### config.mk
export PLATFORM = sky130hd
export DESIGN_NAME = midpoint_ellipse_rasterizer_unit
export DESIGN_NICKNAME = d
export VERILOG_FILES = /design/src/mer_pkg.sv /design/src/mer_ctrl.sv /design/src/mer_dp.sv /design/src/midpoint_ellipse_rasterizer_unit.sv
export SDC_FILE = /design/constraint.sdc
export NUM_CORES = 2
export LEC_CHECK = 0
export BUFFER_PORTS_ARGS = -buffer_cell sky130_fd_sc_hd__buf_2
export CORE_ASPECT_RATIO = 0.9
export CORE_UTILIZATION = 55
export DETAILED_ROUTE_END_ITERATION = 7
export PLACE_DENSITY = 0.74
export SLEW_MARGIN = 5
export SYNTH_ARGS = -nofsm -noshare
export SYNTH_HDL_FRONTEND = slang
export SYNTH_HIERARCHICAL = 1
export SYNTH_SLANG_ARGS = --single-unit
### constraint.sdc
create_clock -name clk_i -period 8.89 [get_ports clk_i]
set_input_delay 2.667 -clock clk_i [delete_from_list [all_inputs] [get_ports clk_i]]
set_output_delay 2.667 -clock clk_i [all_outputs]
set_load 0.01 [all_outputs]
### src/mer_pkg.sv
// Shared types and constants of the midpoint ellipse rasteriser.
// Used by mer_ctrl, mer_dp and midpoint_ellipse_rasterizer_unit; no dependencies.
`timescale 1ns / 1ps

package mer_pkg;

  localparam int unsigned AXIS_BITS_DEF  = 10;
  localparam int unsigned COORD_BITS_DEF = 12;

  // beat kinds on the input side (tuser)
  localparam logic ACTION_START = 1'b0;
  localparam logic ACTION_STEP  = 1'b1;

  // operand pair fed to the shared multiplier
  typedef enum logic [3:0] {
    MUL_NONE,
    MUL_AA,    // a * a
    MUL_BB,    // b * b
    MUL_A2B,   // a^2 * b
    MUL_LHS,   // a^2 * (2y - 1)
    MUL_RHS,   // b^2 * (x + 1)
    MUL_TXTX,  // (2x + 1)^2
    MUL_B2P,   // b^2 * previous product
    MUL_TYTY,  // (y - 1)^2
    MUL_A2P,   // a^2 * previous product
    MUL_A2B2,  // a^2 * b^2
    MUL_A2Y    // a^2 * y
  } mul_sel_e;

  // register update applied by the datapath
  typedef enum logic [3:0] {
    ACT_NONE,
    ACT_LOAD,
    ACT_NOVALID,
    ACT_SET_A2,
    ACT_SET_B2,
    ACT_INIT_DEC,
    ACT_SAVE_T1,
    ACT_SAVE_T2,
    ACT_R1_UPDATE,
    ACT_SET_DEC,
    ACT_ADD4,
    ACT_SUB4_ENTER,
    ACT_R2_UPDATE
  } act_e;

  typedef struct packed {
    act_e     act;
    mul_sel_e mul;
  } mer_cmd_t;

  typedef struct packed {
    logic lhs_gt;    // region 1 test: a^2(2y-1) > 2b^2(x+1)
    logic finished;
    logic region2;
  } mer_status_t;

endpackage

### src/mer_ctrl.sv
// Sequencer of the ellipse rasteriser: handshakes and multiplier schedule.
// Depends on mer_pkg.
`timescale 1ns / 1ps

module mer_ctrl
  import mer_pkg::*;
(
  input  logic        clk_i,
  input  logic        rst_ni,
  input  logic        s_valid_i,
  output logic        s_ready_o,
  input  logic        action_i,
  output logic        m_valid_o,
  input  logic        m_ready_i,
  input  mer_status_t status_i,
  output mer_cmd_t    cmd_o
);

  localparam logic [4:0] ST_IDLE   = 5'd0;
  localparam logic [4:0] ST_START1 = 5'd1;
  localparam logic [4:0] ST_START2 = 5'd2;
  localparam logic [4:0] ST_START3 = 5'd3;
  localparam logic [4:0] ST_START4 = 5'd4;
  localparam logic [4:0] ST_R1A    = 5'd5;
  localparam logic [4:0] ST_R1B    = 5'd6;
  localparam logic [4:0] ST_R1C    = 5'd7;
  localparam logic [4:0] ST_R1D    = 5'd8;
  localparam logic [4:0] ST_E1     = 5'd9;
  localparam logic [4:0] ST_E2     = 5'd10;
  localparam logic [4:0] ST_E3     = 5'd11;
  localparam logic [4:0] ST_E4     = 5'd12;
  localparam logic [4:0] ST_E5     = 5'd13;
  localparam logic [4:0] ST_E6     = 5'd14;
  localparam logic [4:0] ST_R2A    = 5'd15;
  localparam logic [4:0] ST_R2B    = 5'd16;
  localparam logic [4:0] ST_R2C    = 5'd17;
  localparam logic [4:0] ST_OUT    = 5'd18;

  logic [4:0] state_q, state_d;

  always_comb begin
    state_d   = state_q;
    s_ready_o = 1'b0;
    m_valid_o = 1'b0;
    cmd_o.act = ACT_NONE;
    cmd_o.mul = MUL_NONE;
    unique case (state_q)
      ST_IDLE: begin
        s_ready_o = 1'b1;
        if (s_valid_i) begin
          if (action_i == ACTION_START) begin
            cmd_o.act = ACT_LOAD;
            state_d   = ST_START1;
          end else if (status_i.finished) begin
            cmd_o.act = ACT_NOVALID;
            state_d   = ST_OUT;
          end else if (status_i.region2) begin
            state_d = ST_R2A;
          end else begin
            state_d = ST_R1A;
          end
        end
      end
      ST_START1: begin
        cmd_o.mul = MUL_AA;
        state_d   = ST_START2;
      end
      ST_START2: begin
        cmd_o.act = ACT_SET_A2;
        cmd_o.mul = MUL_BB;
        state_d   = ST_START3;
      end
      ST_START3: begin
        cmd_o.act = ACT_SET_B2;
        cmd_o.mul = MUL_A2B;
        state_d   = ST_START4;
      end
      ST_START4: begin
        cmd_o.act = ACT_INIT_DEC;
        state_d   = ST_OUT;
      end
      ST_R1A: begin
        cmd_o.mul = MUL_LHS;
        state_d   = ST_R1B;
      end
      ST_R1B: begin
        cmd_o.act = ACT_SAVE_T1;
        cmd_o.mul = MUL_RHS;
        state_d   = ST_R1C;
      end
      ST_R1C: begin
        cmd_o.act = ACT_SAVE_T2;
        state_d   = status_i.lhs_gt ? ST_R1D : ST_E1;
      end
      ST_R1D: begin
        cmd_o.act = ACT_R1_UPDATE;
        state_d   = ST_OUT;
      end
      ST_E1: begin
        cmd_o.mul = MUL_TXTX;
        state_d   = ST_E2;
      end
      ST_E2: begin
        cmd_o.mul = MUL_B2P;
        state_d   = ST_E3;
      end
      ST_E3: begin
        cmd_o.act = ACT_SET_DEC;
        cmd_o.mul = MUL_TYTY;
        state_d   = ST_E4;
      end
      ST_E4: begin
        cmd_o.mul = MUL_A2P;
        state_d   = ST_E5;
      end
      ST_E5: begin
        cmd_o.act = ACT_ADD4;
        cmd_o.mul = MUL_A2B2;
        state_d   = ST_E6;
      end
      ST_E6: begin
        cmd_o.act = ACT_SUB4_ENTER;
        state_d   = ST_R2A;
      end
      ST_R2A: begin
        cmd_o.mul = MUL_A2Y;
        state_d   = ST_R2B;
      end
      ST_R2B: begin
        cmd_o.act = ACT_SAVE_T1;
        cmd_o.mul = MUL_RHS;
        state_d   = ST_R2C;
      end
      ST_R2C: begin
        cmd_o.act = ACT_R2_UPDATE;
        state_d   = ST_OUT;
      end
      ST_OUT: begin
        m_valid_o = 1'b1;
        if (m_ready_i) begin
          state_d = ST_IDLE;
        end
      end
      default: begin
        state_d = ST_IDLE;
      end
    endcase
  end

  always_ff @(posedge clk_i or negedge rst_ni) begin
    if (!rst_ni) begin
      state_q <= ST_IDLE;
    end else begin
      state_q <= state_d;
    end
  end

endmodule

### src/mer_dp.sv
// Datapath of the ellipse rasteriser: shared multiplier, decision accumulator,
// offsets and output coordinates. Depends on mer_pkg.
`timescale 1ns / 1ps

module mer_dp
  import mer_pkg::*;
#(
  parameter int unsigned AXIS_BITS  = AXIS_BITS_DEF,
  parameter int unsigned COORD_BITS = COORD_BITS_DEF
) (
  input  logic                  clk_i,
  input  logic                  rst_ni,
  input  mer_cmd_t              cmd_i,
  output mer_status_t           status_o,
  input  logic [AXIS_BITS-1:0]  semi_axis_x_i,
  input  logic [AXIS_BITS-1:0]  semi_axis_y_i,
  input  logic [COORD_BITS-1:0] centre_x_i,
  input  logic [COORD_BITS-1:0] centre_y_i,
  output logic                  pixel_valid_o,
  output logic                  last_pixel_o,
  output logic [COORD_BITS:0]   right_x_o,
  output logic [COORD_BITS:0]   left_x_o,
  output logic [COORD_BITS:0]   upper_y_o,
  output logic [COORD_BITS:0]   lower_y_o
);

  localparam int unsigned MW = 2 * AXIS_BITS + 2;          // multiplier operand
  localparam int unsigned PW = 2 * MW;                     // product
  localparam int unsigned DW = (4 * AXIS_BITS + 8 > 64) ? 64 : 4 * AXIS_BITS + 8;
  localparam int unsigned SW = ((AXIS_BITS > COORD_BITS) ? AXIS_BITS : COORD_BITS) + 2;
  localparam logic [AXIS_BITS-1:0] AX_ONE = AXIS_BITS'(1);
  localparam logic [MW-1:0]        MW_ONE = MW'(1);

  logic [AXIS_BITS-1:0]   ax_q, x_q, x_d, y_q, y_d;
  logic [2*AXIS_BITS-1:0] a2_q, a2_d, b2_q, b2_d;
  logic [PW-1:0]          prod_q, prod_d, t1_q, t1_d, t2_q, t2_d;
  logic [DW-1:0]          dec_q, dec_d;
  logic [COORD_BITS-1:0]  cx_q, cy_q;
  logic                   region2_q, region2_d, finished_q, finished_d;
  logic                   valid_q, valid_d;

  logic [MW-1:0] opa, opb;
  logic [DW-1:0] a2_w, b2_w, prod_w, t1_w, t2_w, inc, base;
  logic          dec_neg, dec_pos;

  // operand selection for the shared multiplier
  always_comb begin
    opa = '0;
    opb = '0;
    unique case (cmd_i.mul)
      MUL_AA: begin
        opa = MW'(ax_q);
        opb = MW'(ax_q);
      end
      MUL_BB: begin
        opa = MW'(y_q);
        opb = MW'(y_q);
      end
      MUL_A2B: begin
        opa = MW'(a2_q);
        opb = MW'(y_q);
      end
      MUL_LHS: begin
        opa = MW'(a2_q);
        opb = MW'({y_q, 1'b0}) - MW_ONE;
      end
      MUL_RHS: begin
        opa = MW'(b2_q);
        opb = MW'(x_q) + MW_ONE;
      end
      MUL_TXTX: begin
        opa = MW'({x_q, 1'b1});
        opb = MW'({x_q, 1'b1});
      end
      MUL_B2P: begin
        opa = MW'(b2_q);
        opb = MW'(prod_q);
      end
      MUL_TYTY: begin
        opa = MW'(y_q) - MW_ONE;
        opb = MW'(y_q) - MW_ONE;
      end
      MUL_A2P: begin
        opa = MW'(a2_q);
        opb = MW'(prod_q);
      end
      MUL_A2B2: begin
        opa = MW'(a2_q);
        opb = MW'(b2_q);
      end
      MUL_A2Y: begin
        opa = MW'(a2_q);
        opb = MW'(y_q);
      end
      default: begin
        opa = '0;
        opb = '0;
      end
    endcase
  end

  assign prod_d = PW'(opa) * PW'(opb);

  // decision arithmetic wraps at DW bits
  assign a2_w    = DW'(a2_q);
  assign b2_w    = DW'(b2_q);
  assign prod_w  = DW'(prod_q);
  assign t1_w    = DW'(t1_q);
  assign t2_w    = DW'(t2_q);
  assign dec_neg = dec_q[DW-1];
  assign dec_pos = !dec_neg && (dec_q != '0);
  assign inc     = (t2_w << 3) + (b2_w << 2);          // 4b^2(2x+3)
  assign base    = (a2_w << 3) + (a2_w << 2) - (t1_w << 3);  // 12a^2 - 8a^2 y

  always_comb begin
    x_d        = x_q;
    y_d        = y_q;
    a2_d       = a2_q;
    b2_d       = b2_q;
    t1_d       = t1_q;
    t2_d       = t2_q;
    dec_d      = dec_q;
    region2_d  = region2_q;
    finished_d = finished_q;
    valid_d    = valid_q;
    unique case (cmd_i.act)
      ACT_NONE: begin
      end
      ACT_LOAD: begin
        x_d        = '0;
        y_d        = semi_axis_y_i;
        region2_d  = 1'b0;
        finished_d = (semi_axis_y_i == '0);
        valid_d    = 1'b1;
      end
      ACT_NOVALID: begin
        valid_d = 1'b0;
      end
      ACT_SET_A2: begin
        a2_d = prod_q[2*AXIS_BITS-1:0];
      end
      ACT_SET_B2: begin
        b2_d = prod_q[2*AXIS_BITS-1:0];
      end
      ACT_INIT_DEC: begin
        dec_d = (b2_w << 2) - (prod_w << 2) + a2_w;
      end
      ACT_SAVE_T1: begin
        t1_d = prod_q;
      end
      ACT_SAVE_T2: begin
        t2_d = prod_q;
      end
      ACT_R1_UPDATE: begin
        x_d     = x_q + AX_ONE;
        valid_d = 1'b1;
        if (dec_neg) begin
          dec_d      = dec_q + inc;
          finished_d = 1'b0;
        end else begin
          // 4a^2(2y-2) = 4(a^2(2y-1) - a^2)
          dec_d      = dec_q + inc - (t1_w << 2) + (a2_w << 2);
          y_d        = y_q - AX_ONE;
          finished_d = (y_q == AX_ONE);
        end
      end
      ACT_SET_DEC: begin
        dec_d = prod_w;
      end
      ACT_ADD4: begin
        dec_d = dec_q + (prod_w << 2);
      end
      ACT_SUB4_ENTER: begin
        dec_d     = dec_q - (prod_w << 2);
        region2_d = 1'b1;
      end
      ACT_R2_UPDATE: begin
        y_d        = y_q - AX_ONE;
        finished_d = (y_q == AX_ONE);
        valid_d    = 1'b1;
        if (dec_pos) begin
          dec_d = dec_q + base;
        end else begin
          dec_d = dec_q + base + (prod_w << 3);
          x_d   = x_q + AX_ONE;
        end
      end
      default: begin
      end
    endcase
  end

  // payload
  always_ff @(posedge clk_i) begin
    prod_q <= prod_d;
    x_q    <= x_d;
    y_q    <= y_d;
    a2_q   <= a2_d;
    b2_q   <= b2_d;
    t1_q   <= t1_d;
    t2_q   <= t2_d;
    dec_q  <= dec_d;
    if (cmd_i.act == ACT_LOAD) begin
      ax_q <= semi_axis_x_i;
      cx_q <= centre_x_i;
      cy_q <= centre_y_i;
    end
  end

  // control flags
  always_ff @(posedge clk_i or negedge rst_ni) begin
    if (!rst_ni) begin
      region2_q  <= 1'b0;
      finished_q <= 1'b1;
      valid_q    <= 1'b0;
    end else begin
      region2_q  <= region2_d;
      finished_q <= finished_d;
      valid_q    <= valid_d;
    end
  end

  assign status_o.lhs_gt   = {1'b0, t1_q} > {prod_q, 1'b0};
  assign status_o.finished = finished_q;
  assign status_o.region2  = region2_q;

  logic [SW-1:0] cx_ext, cy_ext, ox_ext, oy_ext;
  logic [SW-1:0] rx, lx, uy, ly;

  assign cx_ext = {{(SW-COORD_BITS){cx_q[COORD_BITS-1]}}, cx_q};
  assign cy_ext = {{(SW-COORD_BITS){cy_q[COORD_BITS-1]}}, cy_q};
  assign ox_ext = SW'(x_q);
  assign oy_ext = SW'(y_q);
  assign rx     = cx_ext + ox_ext;
  assign lx     = cx_ext - ox_ext;
  assign uy     = cy_ext + oy_ext;
  assign ly     = cy_ext - oy_ext;

  assign pixel_valid_o = valid_q;
  assign last_pixel_o  = finished_q;
  assign right_x_o     = valid_q ? rx[COORD_BITS:0] : '0;
  assign left_x_o      = valid_q ? lx[COORD_BITS:0] : '0;
  assign upper_y_o     = valid_q ? uy[COORD_BITS:0] : '0;
  assign lower_y_o     = valid_q ? ly[COORD_BITS:0] : '0;

endmodule

### src/midpoint_ellipse_rasterizer_unit.sv
// Top level of the midpoint ellipse rasteriser: stream ports, sequencer and
// datapath. Depends on mer_pkg, mer_ctrl and mer_dp.
`timescale 1ns / 1ps

// Midpoint ellipse rasteriser. A start beat (tuser = 0) loads the two
// semi-axes and the centre and returns the four mirrored pixels of the top
// point; each step beat (tuser = 1) advances one pixel, first in region 1
// (east or south-east), then in region 2 (south or south-east), and returns
// the next four quadrant pixels. The set whose vertical offset reaches zero
// carries tlast; step beats after that return tuser = 0, tlast = 1 and zero
// coordinates. A start beat while an ellipse is still being drawn simply
// restarts. Exactly one result beat follows each input beat, and one beat
// is in flight at a time: the input side is not ready again until the
// result has been taken. All products come from one shared multiplier
// with a registered product, one product per cycle, which sets the
// latency. On the step that switches regions, the region 2 decision is
// rebuilt from five products before the region 2 step is taken.

module midpoint_ellipse_rasterizer_unit
  import mer_pkg::*;
#(
  parameter int unsigned AXIS_BITS  = AXIS_BITS_DEF,
  parameter int unsigned COORD_BITS = COORD_BITS_DEF,
  localparam int unsigned IN_W  = ((2 * AXIS_BITS + 2 * COORD_BITS + 7) / 8) * 8,
  localparam int unsigned OUT_W = ((4 * (COORD_BITS + 1) + 7) / 8) * 8
) (
  input  logic             clk_i,
  input  logic             rst_ni,
  input  logic             s_axis_tvalid_i,
  output logic             s_axis_tready_o,
  // semi_axis_x, semi_axis_y, centre_x, centre_y (lowest bits first)
  input  logic [IN_W-1:0]  s_axis_tdata_i,
  // action: 0 start, 1 step
  input  logic             s_axis_tuser_i,
  output logic             m_axis_tvalid_o,
  input  logic             m_axis_tready_i,
  // right_x, left_x, upper_y, lower_y (lowest bits first)
  output logic [OUT_W-1:0] m_axis_tdata_o,
  // pixel_valid
  output logic             m_axis_tuser_o,
  // last_pixel
  output logic             m_axis_tlast_o
);

  localparam int unsigned A = AXIS_BITS;
  localparam int unsigned C = COORD_BITS;

  mer_cmd_t    cmd;
  mer_status_t status;

  logic [C:0] right_x, left_x, upper_y, lower_y;

  mer_ctrl u_ctrl (
    .clk_i     (clk_i),
    .rst_ni    (rst_ni),
    .s_valid_i (s_axis_tvalid_i),
    .s_ready_o (s_axis_tready_o),
    .action_i  (s_axis_tuser_i),
    .m_valid_o (m_axis_tvalid_o),
    .m_ready_i (m_axis_tready_i),
    .status_i  (status),
    .cmd_o     (cmd)
  );

  mer_dp #(
    .AXIS_BITS  (AXIS_BITS),
    .COORD_BITS (COORD_BITS)
  ) u_dp (
    .clk_i         (clk_i),
    .rst_ni        (rst_ni),
    .cmd_i         (cmd),
    .status_o      (status),
    .semi_axis_x_i (s_axis_tdata_i[A-1:0]),
    .semi_axis_y_i (s_axis_tdata_i[2*A-1:A]),
    .centre_x_i    (s_axis_tdata_i[2*A+C-1:2*A]),
    .centre_y_i    (s_axis_tdata_i[2*A+2*C-1:2*A+C]),
    .pixel_valid_o (m_axis_tuser_o),
    .last_pixel_o  (m_axis_tlast_o),
    .right_x_o     (right_x),
    .left_x_o      (left_x),
    .upper_y_o     (upper_y),
    .lower_y_o     (lower_y)
  );

  assign m_axis_tdata_o = OUT_W'({lower_y, upper_y, left_x, right_x});

  // one beat in flight: no input taken while a result waits
  assert property (@(posedge clk_i) disable iff (!rst_ni)
    !(m_axis_tvalid_o && s_axis_tready_o))
    else $error("input accepted while result pending");

  // no datapath register update commanded while a result is shown
  assert property (@(posedge clk_i) disable iff (!rst_ni)
    m_axis_tvalid_o |-> (cmd.act == ACT_NONE))
    else $error("datapath update during result beat");

  // an empty result is always marked last and carries zero coordinates
  assert property (@(posedge clk_i) disable iff (!rst_ni)
    (m_axis_tvalid_o && !m_axis_tuser_o) |-> (m_axis_tlast_o && m_axis_tdata_o == '0))
    else $error("empty result not last or not zero");

  // a start beat always enters the start sequence
  assert property (@(posedge clk_i) disable iff (!rst_ni)
    (s_axis_tvalid_i && s_axis_tready_o && s_axis_tuser_i == ACTION_START)
      |=> (cmd.act == ACT_NONE && cmd.mul == MUL_AA))
    else $error("start beat did not enter the start sequence");

endmodule
==> results.yml <==
drt:
  detail_route.vias_per_cell: 6.267
  route.vias.total: 47310
  drtIter0Drc: 5237
  drt-wirelength-per-cell_um: 24.54
  drtAntennaViolNets: 0
  drt_first_pass_iters: 7
  route.detailed.drc: 0
  drt-total-wl_um: 185300
sta:
  grt_setup_unrepaired: "true"
  final.min_clock_period_ns: 8.906
  fin_crit_sh_pct: 100.2
  slew_headroom_pct: 16.18
  final_setup_violation_count: 1
  finalClockSkew_ns: 0.05191
  pins_over_their_slew_limit: 0
  hold_viol_final: 0
  final.setup.worst_slack_ns: -0.01598
  worst_slew_pin_slew_ns: 1.253
  highest_achievable_clock_rate_ghz: 0.1123
  hold-worst-slack_ns: 0.5437
worst_setup_path:
  worst_path_max_delay_cell: "sky130_fd_sc_hd__fa_1"
  critPathCaptureType: "flip-flop"
  worstPathArrival_ns: 9.33
  critPathMaxStageDelay_ns: 0.53
  crit_path_max_fo: 8
  worstRegToRegCells: 34
  critical_path.most_common_cell: "sky130_fd_sc_hd__fa_1"
  crit_required_ns: 9.32
  worstSetupStartpointType: "flip-flop"
  criticalPathCategory: "flip-flop to flip-flop"
  timing.critical_path.depth: 34
  path_buf_inv: 8
  timing.critical_path.max_delay_family: "adder cells"
global_route:
  grt_pass1_wl_um: 275000
  grt_remaining_overflow: 0
  track_usage_pct: 39.26
  initial_antenna_violation_count: 4
  vias_in_the_first_global_route: 45780
  grt_start_max_net_pins: 53
synthesis:
  yosysUniqueCellTypes: 101
  synth_edf_count: 230
  synthMostInstantiatedCell: "sky130_fd_sc_hd__inv_1"
  synthDominantCellAreaShare_pct: 19.20
  async_reset_ff_share_pct: 2.837
  synth_area_leaders: "sky130_fd_sc_hd__fa_1 (19%), sky130_fd_sc_hd__ha_1 (15%), sky130_fd_sc_hd__edfxtp_1 (14%)"
  synth.avg_cell_area_um2: 8.506
  synthesis.area_um2: 50470
  ys_seq_area_share_pct: 15.83
  most_used_standard_cells_in_the_synthesized_netlist: "sky130_fd_sc_hd__inv_1 (750), sky130_fd_sc_hd__ha_1 (609), sky130_fd_sc_hd__nand2_1 (600)"
  ys.warnings.count: 6
  synthCells: 5933
  ys_seq_elements: 282
  yosysTopAreaCell: "sky130_fd_sc_hd__fa_1"
  ys.flop_type: "sky130_fd_sc_hd__edfxtp_1"
finish:
  final_layout_size_suffix_gt1_share_pct: 12.49
  final_nets: 7434
  area_delta_synth_final_pct: 13.23
clock_tree:
  tritoncts.num_buffers: 37
  clk_root_buffer_cell: "sky130_fd_sc_hd__clkbuf_16"
  cts_tree: "done"
  clock_insertion_delay_worst_skew_ns: 0.59
  numClockSinks: 282
  h-tree-depth: 2
  hold_bufs_at_cts: 0
  worst_setup_hold_path_clk_slew_ns: 0.06
  max-clock-path-buffers: 3
floorplanning:
  design.core.area_um2: 91040
  floorplan.die.width_um: 321.3
  start_util_pct: 55.43
  design.portCount: 113
  area_of_the_die_um2: 92970
  die_height_um: 289.4
  rows: 105
min_path:
  hold_class: "flip-flop to flip-flop"
  worst_hold_path.num_cells: 2
place:
  detailedPlacementHpwl_um: 154300
  numPortBuffers: 104
  gp_congestion: 1.030
outcome:
  status: "finished, violations left"
  violated_checks: "negative setup slack"
flow_run:
  max_cap_viol_count: 0
metrics by stage:
stage	setup TNS (ns)	cells	utilization (%)	area, µm²	setup slack (ns)
after CTS	0	7512	61.89	56350	0.005331
after detailed placement	-1.584	7436	60.38	54970	-0.2012
after global routing	-1.882	7547	62.76	57140	-0.2056
after global placement	-0.4491	7436	60.38	54970	-0.1224
final	-0.01598	7549	62.77	57140	-0.01598
after floorplan	-0.08257	5936	-	50530	-0.04286
worst reg2reg max path, delay by kind of cell, from the launching register on:
kind	cells	cell delay, ns
adders and majority gates	8	3.76
AOI/OAI and AO/OA	11	2.64
buffers and inverters	8	0.93
DFF	1	0.45
and+or+nand+nor	4	0.40
xor gates and xnor gates	2	0.30
muxes	1	0.28
worst paths after layout:
check	startpoint	endpoint	slack [ns]
setup / recovery	u_ctrl/state_q[2]$_DFFE_PN0P_	u_dp/prod_q[35]$_DFF_P_	-0.02
hold / removal	u_dp/region2_q$_DFFE_PN0P_	u_dp/region2_q$_DFFE_PN0P_	0.54
setup reg to reg	u_ctrl/state_q[2]$_DFFE_PN0P_	u_dp/prod_q[35]$_DFF_P_	-0.02
hold reg to reg	u_dp/region2_q$_DFFE_PN0P_	u_dp/region2_q$_DFFE_PN0P_	0.54
max in group asynchronous	rst_ni	u_dp/last_pixel_o$_DFFE_PN1P_	6.71
min in group asynchronous	rst_ni	u_dp/pixel_valid_o$_DFFE_PN0P_	1.92
logic make-up (layout without fill, tap and decap cells):
family,Yosys count,in the layout,share of synthesized area [%]
and+or+nand+nor,1686,1686,15.87
other,1,6,0.007431
xor gates and xnor gates,390,390,6.796
buffers and inverters,986,1367,7.482
DFF,282,282,15.83
muxes,42,42,0.8529
AOI/OAI and AO/OA,1453,1453,18.86
adders and majority gates,1093,1093,34.30
flip-flops by register name, summed over array words and instances (netlist names), 5 cells and up:
| register | flops |
|---|---|
| u_ctrl/state_q | 5 |
| u_dp/a2_q | 20 |
| u_dp/ax_q | 10 |
| u_dp/b2_q | 20 |
| u_dp/cx_q | 12 |
| u_dp/cy_q | 12 |
| u_dp/dec_q | 48 |
| u_dp/prod_q | 44 |
| u_dp/t1_q | 44 |
| u_dp/t2_q | 44 |
| u_dp/x_q | 10 |
| u_dp/y_q | 10 |
layer usage:
metal  track usage, %  wire (µm)  vias up
li1                 -          -    21310
met1            56.73      78870    23100
met2            58.24      77010     2560
met3            9.109      23230      333
met4            11.76       6138        2
met5                0         13        -
placed cells by master (no fill, tap or decap), drive strengths merged, types with 34 or more instances in the layout:
cell type	netlist	final
nor2	416	416
and2	60	60
and3	48	48
dfxtp	44	44
fa	484	484
nand2	601	601
a221oi	47	47
ha	609	609
a21o	169	169
mux2i	34	34
o21a	49	49
clkbuf	204	49
a21oi	409	409
o211ai	49	49
xnor2	246	246
nor2b	62	62
a211oi	41	41
a21boi	37	37
inv	752	755
nor4	41	41
nand4	77	77
nor3	84	84
nand2b	75	75
xor2	143	143
buf	30	547
nand3	106	106
o21bai	44	44
edfxtp	230	230
a31oi	41	41
o21ai	305	305
final cells by class:
| class | instances | area [µm²] |
|---|---|---|
| Tap cell | 1230 | 1539 |
| Clock buffer | 49 | 1022 |
| Fill cell | 7915 | 33900 |
| Sequential cell | 282 | 7991 |
| Multi-Input combinational cell | 4668 | 39340 |
| Antenna cell | 2 | 5.005 |
| Inverter | 752 | 2823 |
| Timing Repair Buffer | 547 | 4232 |
| Clock inverter | 19 | 191.4 |
what timing repair did:
item | in CTS | in global routing
setup buffers | 7 | 33
gates resized for setup | 21 | 142
cloned | 1 | 3
endpoints found under the setup margin | 15 | 19
pin swaps | 8 | 94
Power is left out: the tool's default activity adds up to more than one toggle a clock period on the data nets, which glitch-free logic cannot reach.
